===== src/hdl/tql_pkg.sv =====
// ----------------------------------------------------------------------------
// tql_pkg: shared types, constants and index helpers
// Table geometry, register indexes, ALU operation codes and index reduction.
// ----------------------------------------------------------------------------
package tql_pkg;

	localparam int NUM_STATES  = 256;
	localparam int NUM_ACTIONS = 8;
	localparam int DEPTH       = NUM_STATES * NUM_ACTIONS;
	localparam int ADDR_W      = $clog2(DEPTH);
	localparam int ST_W        = $clog2(NUM_STATES);
	localparam int ACT_W       = $clog2(NUM_ACTIONS);

	localparam int ST_RECIP  = (65536 + NUM_STATES - 1) / NUM_STATES;
	localparam int ACT_RECIP = (65536 + NUM_ACTIONS - 1) / NUM_ACTIONS;

	localparam logic [16:0] ONE_Q16       = 17'd65536;
	localparam logic [16:0] LR_RESET      = 17'd6554;
	localparam logic [16:0] DISCOUNT_RESET = 17'd58982;

	localparam logic REG_LEARNING_RATE = 1'b0;
	localparam logic REG_DISCOUNT      = 1'b1;

	typedef enum logic [1:0] {
		ALU_ADD,
		ALU_SUB,
		ALU_MUL
	} alu_op_t;

	typedef struct packed {
		alu_op_t            op;
		logic signed [32:0] a;
		logic signed [32:0] b;
		logic [16:0]        f;
	} alu_req_t;

	typedef struct packed {
		logic              en;
		logic [ADDR_W-1:0] addr;
		logic [31:0]       data;
	} mem_wr_t;

	function automatic logic signed [31:0] sat32(input logic signed [33:0] x);
		logic signed [31:0] r;
		if (x > 34'sd2147483647) begin
			r = 32'sh7fffffff;
		end else if (x < -34'sd2147483648) begin
			r = 32'sh80000000;
		end else begin
			r = x[31:0];
		end
		return r;
	endfunction

	function automatic logic [ST_W-1:0] state_mod(input logic [7:0] x);
		logic [31:0] q;
		logic [31:0] r;
		q = (32'(x) * 32'(ST_RECIP)) >> 16;
		r = 32'(x) - q * 32'(NUM_STATES);
		if (r >= 32'(NUM_STATES)) begin
			r = r - 32'(NUM_STATES);
		end
		return ST_W'(r);
	endfunction

	function automatic logic [ACT_W-1:0] action_mod(input logic [2:0] x);
		logic [31:0] q;
		logic [31:0] r;
		q = (32'(x) * 32'(ACT_RECIP)) >> 16;
		r = 32'(x) - q * 32'(NUM_ACTIONS);
		if (r >= 32'(NUM_ACTIONS)) begin
			r = r - 32'(NUM_ACTIONS);
		end
		return ACT_W'(r);
	endfunction

	function automatic logic [ADDR_W-1:0] row_addr(input logic [ST_W-1:0] s,
		input logic [ACT_W-1:0] a);
		return ADDR_W'(s) * ADDR_W'(NUM_ACTIONS) + ADDR_W'(a);
	endfunction

endpackage


===== src/hdl/tql_alu.sv =====
// ----------------------------------------------------------------------------
// tql_alu: shared arithmetic unit
// Saturating add and subtract, and rounded Q16.16 by Q1.16 scaling.
// ----------------------------------------------------------------------------
module tql_alu (
	input  logic               clk,
	input  tql_pkg::alu_req_t  req,
	output logic signed [32:0] res_q
);

	logic signed [49:0] prod;
	logic signed [49:0] rnd;
	logic signed [33:0] sum;
	logic signed [32:0] res_d;

	always_comb begin
		prod = $signed(req.a[31:0]) * $signed({1'b0, req.f});
		rnd  = prod + 50'sd32768;
		sum  = '0;
		unique case (req.op)
			tql_pkg::ALU_ADD: begin
				sum   = {req.a[32], req.a} + {req.b[32], req.b};
				res_d = 33'(tql_pkg::sat32(sum));
			end
			tql_pkg::ALU_SUB: begin
				sum   = {req.a[32], req.a} - {req.b[32], req.b};
				res_d = 33'(tql_pkg::sat32(sum));
			end
			tql_pkg::ALU_MUL: begin
				res_d = rnd[48:16];
			end
			default: begin
				res_d = '0;
			end
		endcase
	end

	always_ff @(posedge clk) begin
		res_q <= res_d;
	end

endmodule


===== config.mk =====
export PLATFORM = sky130hd
export DESIGN_NAME = tql_alu
export DESIGN_NICKNAME = d
export VERILOG_FILES = /design/src/hdl/tql_pkg.sv /design/src/hdl/tql_alu.sv
export SDC_FILE = /design/constraint.sdc
export NUM_CORES = 2
export LEC_CHECK = 0
export ABC_AREA = 1
export BUFFER_PORTS_ARGS = -buffer_cell sky130_fd_sc_hd__buf_2
export CAP_MARGIN = 20
export CORE_MARGIN = 3
export CORE_UTILIZATION = 25
export CTS_CLUSTER_SIZE = 8
export DETAILED_ROUTE_END_ITERATION = 10
export PLACE_DENSITY_LB_ADDON = 0.1
export SLEW_MARGIN = 20
export SYNTH_ARGS = -nofsm -noshare
export SYNTH_HDL_FRONTEND = slang
export SYNTH_SLANG_ARGS = --single-unit

===== constraint.sdc =====
create_clock -name clk -period 7.9 [get_ports clk]
set_input_delay 0.79 -clock clk [delete_from_list [all_inputs] [get_ports clk]]
set_output_delay 0.79 -clock clk [all_outputs]
set_load 0.02 [all_outputs]

# Word level (Yosys, flattened, before mapping)
# Index checks and enable logic that the tools add are counted.
[totals]
reg_bits = 33
elab_cells = 17
[classes]
n_reduce_logical = 1
n_eq_ne = 2
mux = 5
mul = 1
order_cmp = 4
add_sub_neg = 3
[op_table]
columns = ["operator", "n"]
rows = [
  ["2-to-1 mux 32 bit", 4],
  ["one-hot mux 33 bit (3 select lines)", 1],
  ["> comparator 34 x 32 -> 1 bit, second input constant", 2],
  ["less-than comparator 34 x 32 -> 1 bit, second input constant", 2],
  ["adder 49 x 17 -> 49 bit, second input constant", 1],
  ["multiplier 32 x 18 -> 49 bit", 1],
  ["adder 33 x 33 -> 34 bit", 1],
  ["subtractor 33 x 33 -> 34 bit", 1],
  ["== test 2 x 1 -> 1 bit, second input constant", 1],
  ["== test 2 bit, second input constant", 1],
  ["zero test 2 bit", 1],
]

# Depth between registers and ports, before layout
[logic_depth]
ltp_word = 5
ltp_mapped = 32
mapped_depth_nobuf = 30

# Worst setup path after synthesis
# No wires, ideal clock.
[synth_path]
kind = "input to register"
startpoint = "input port req[81] (netlist name)"
endpoint = "register res_q[28]"
path_buffers = 2
setup_ps = 115
path_slack_ps = 1550
arrival_time_ps = 6235
required_time_ps = 7785
path_stages = 24
cell_sequence = "clkbuf_1 > clkbuf_1 > nand2_1 > fa_1 > fa_1 > inv_1 > fa_1 > fa_1 > fa_1 > inv_1 > fa_1 > inv_1 > ha_1 > nand2_1 > nor2_1 > inv_1 > nor4_1 > nand3_1 > nand3_1 > nand2_1 > nand2_1 > nor2_1 > a21oi_2 > nand2_1"
[synth_between]
elab_chain_cells = 5
word_cells_on_any_way = 13
classes_between = "3 x add/sub; 1 x mul; 4 x order compare; 5 x mux"
[synth_lines]
columns = ["element", "line_no", "rtl"]
rows = [
  ["from (decl)", "tql_alu.sv:7", "input tql_pkg::alu_req_t req,"],
  ["parallel branches: the longest is 4 deep, another holds multiplier 32 x 18 -> 49 bit", "n/a", ""],
  ["one-hot mux 33 bit (3 select lines) (*)", "tql_alu.sv:20", "unique case (req.op)"],
  ["via res_d[28]", "tql_alu.sv:14", "logic signed [32:0] res_d;"],
  ["to (signal assigned)", "tql_alu.sv:39", "res_q <= res_d;"],
  ["to (decl)", "tql_alu.sv:8", "output logic signed [32:0] res_q"],
]
# Mark *: on every way through the listed nets, which the timed path passes.

# Final worst setup path
[layout_path]
startpoint = "input port req[81] (netlist name)"
endpoint = "register res_q[32]"
# The elaborated chain is that of the path after synthesis.

==> results.json <==
{
  "grt_pass1_vias": 24300,
  "numCtsBuffers": 5,
  "worstMarginPinSlew_ps": 1110,
  "path_common_cell": "inv_1",
  "start_util": 0.253,
  "yosysWarnings": 0,
  "syn_nets": 4763,
  "largest_registers": "res_q: 33 flops",
  "use_met3": 0.00924,
  "endpoint": "res_q[32]$_DFF_P_",
  "hpwlAfterDp_um": 84300,
  "final_hold_viol_count": 0,
  "overflow": 0,
  "grt_max_degree": 34,
  "postSynth.asyncResetShare": 0,
  "crit_arrival_ps": 7270,
  "cp-startpoint": "req[81]",
  "yosysSeqAreaShare": 0.0246,
  "fmax_ghz": 0.142,
  "drt_iter0_drc": 1353,
  "wl_per_cell_um": 18.1,
  "port_buffers": 118,
  "postCtsResizedCells": 0,
  "vias": 22700,
  "slew_viol_final": 0,
  "drt_wl_total_um": 96700,
  "synthCells": 3950,
  "synth.cell_area_um2": 26800,
  "yosysUniqueCellTypes": 44,
  "grt_use_met1": 0.248,
  "critical_path.max_stage_delay_ps": 620,
  "postCtsHoldBufs": 0,
  "cap_violations": 0,
  "fin_tns_setup_ps": 0,
  "grt.met2_usage": 0.307,
  "ys.flop_type": "dfxtp_1",
  "fp-row-count": 119,
  "fp.dieArea_um2": 111000,
  "fp.dieH_um": 334,
  "setup_viol": 0,
  "finalNetCount": 4770,
  "ys_ff_latch": 33,
  "drtAntennaViolNets": 0,
  "fin_crit_sh": 0.889,
  "fin_util": 0.273,
  "crit_type": "input pin to register",
  "synthToLayoutAreaGrowth_pct": 7.73,
  "rsz0062_at_grt": "false",
  "drcViolationCount": 0,
  "grt_use_total": 0.177,
  "min_period_ps": 7020,
  "largest_register": "res_q",
  "cts_tree": "built",
  "slew_headroom": 0.252,
  "cp-end-kind": "register",
  "root_buffer": "clkbuf_16",
  "hold_start": "req[83]",
  "largest_reg_flops": 33,
  "start_kind": "input pin",
  "ctsHtreeMaxLevel": 2,
  "drt_pass1_iterations": 6,
  "synth-edff-count": 0,
  "clockBufferDepth": 2,
  "drive_gt1_frac": 0.0553,
  "busiest_layer": "met2",
  "die-width_um": 334,
  "cp_data_required_time_ps": 8150,
  "fp.coreArea_um2": 106000,
  "vias_per_cell": 4.25,
  "grt_pass1_wl_um": 151000,
  "postCtsSetupBuffers": 0,
  "crit_path_max_fanout": 19,
  "clkTransAtPathRegs_ps": 60,
  "gp_congestion": 0.884,
  "status": "finished clean",
  "antenna_found_initial": 4,
  "hold_class": "input pin to register",
  "ios": 119,
  "clock-sinks": 33,
  "fillers": 12000,
  "syn_area_per_cell_um2": 6.79,
  "slowest_stage": "fa_1"
}
-- logic make-up (layout without fill, tap and decap cells) --
family	count (synthesis)	after routing	share of synthesized area
AOI/OAI and AO/OA	246	246	0.0520
DFF	33	33	0.0246
adders and majority gates	727	727	0.484
xor gates and xnor gates	60	60	0.0196
other	0	2	0
buffers and inverters	1339	1347	0.191
and+or+nand+nor	1545	1545	0.229
-- Yosys cell counts (14+ instances only) --
master    number  area, um^2
nor3_1        28         140
nand3_1       93         465
xor2_1        47         412
o21ai_0       59         295
inv_1       1172        4400
dfxtp_1       33         661
a21oi_1      123         616
ha_1         210        2630
buf_2         22         110
o21bai_1      17         128
fa_1         517       10300
nand2_1     1153        4330
nor2_1       206         773
nand4_1       14        87.6
clkbuf_1     119         447
-- layer usage --
| metal | part of all wire | wire length (um) | vias to the layer above |
|---|---|---|---|
| li1 | - | - | 11200 |
| met1 | 0.47 | 45600 | 11100 |
| met2 | 0.48 | 46800 | 362 |
| met3 | 0.028 | 2700 | 46 |
| met4 | 0.016 | 1560 | 2 |
| met5 | 0.00013 | 13 | - |
-- worst min path at each step --
stage / to / slack [ps] / cells past startpoint
detailed placement: res_q[20] / 1210 / 1
finish: res_q[31]$_DFF_P_ / 1070 / 5
CTS: res_q[31]$_DFF_P_ / 1080 / 5
global placement: res_q[6] / 1210 / 1
floorplan: res_q[0]$_DFF_P_ / 1040 / 3
global route: res_q[32]$_DFF_P_ / 1100 / 5
-- area by class of cell --
cell class	instances	area, um^2	share of cell area
Multi-Input combinational cell	2578	21000	0.728
Inverter	1185	4450	0.154
Tap cell	1391	1740	0.0602
Timing Repair Buffer	154	861	0.0298
Sequential cell	33	661	0.0229
Clock buffer	6	129	0.00446
Clock inverter	2	10.0	0.000346
Antenna cell	2	5.00	0.000173
-- per-stage QoR --
step                      hold WS [ps]  instance area [um^2]  setup WS (ps)  std cells
final                             1070                 28900            875       5351
after global routing              1100                 28900            393       5349
after CTS                         1080                 28900            838       5349
after detailed placement          1210                 28800            544       5341
after global placement            1210                 28800            399       5341
after floorplan                   1040                 26800           1550       3950
-- critical path, delay by kind of cell --
family | cells | cell delay, ps
AOI/OAI and AO/OA | 1 | 420
and+or+nand+nor | 9 | 1250
buffers and inverters | 8 | 1130
adders and majority gates | 7 | 3620
-- placed cells by master (no fill, tap or decap), drive strengths merged --
master      n
buf       154
ha        210
o21bai     17
or2         6
nand3b      5
a31o        1
and2        1
xnor2      13
and3        3
inv      1183
a21oi     133
o21ai      60
nor3b       1
o211ai      2
nand4      14
nor3       30
dfxtp      33
a21boi      6
nand3      94
nand2    1166
xor2       47
fa        517
clkbuf      6
a31oi       6
o21a        7
clkinv      4
a21o        9
o22ai       2
a211oi      2
nor2      218
o2111ai     1
diode       2
nor4        7
Power is not shown: default switching activity piles up to over one toggle a cycle in this logic, so the estimate is an artifact.
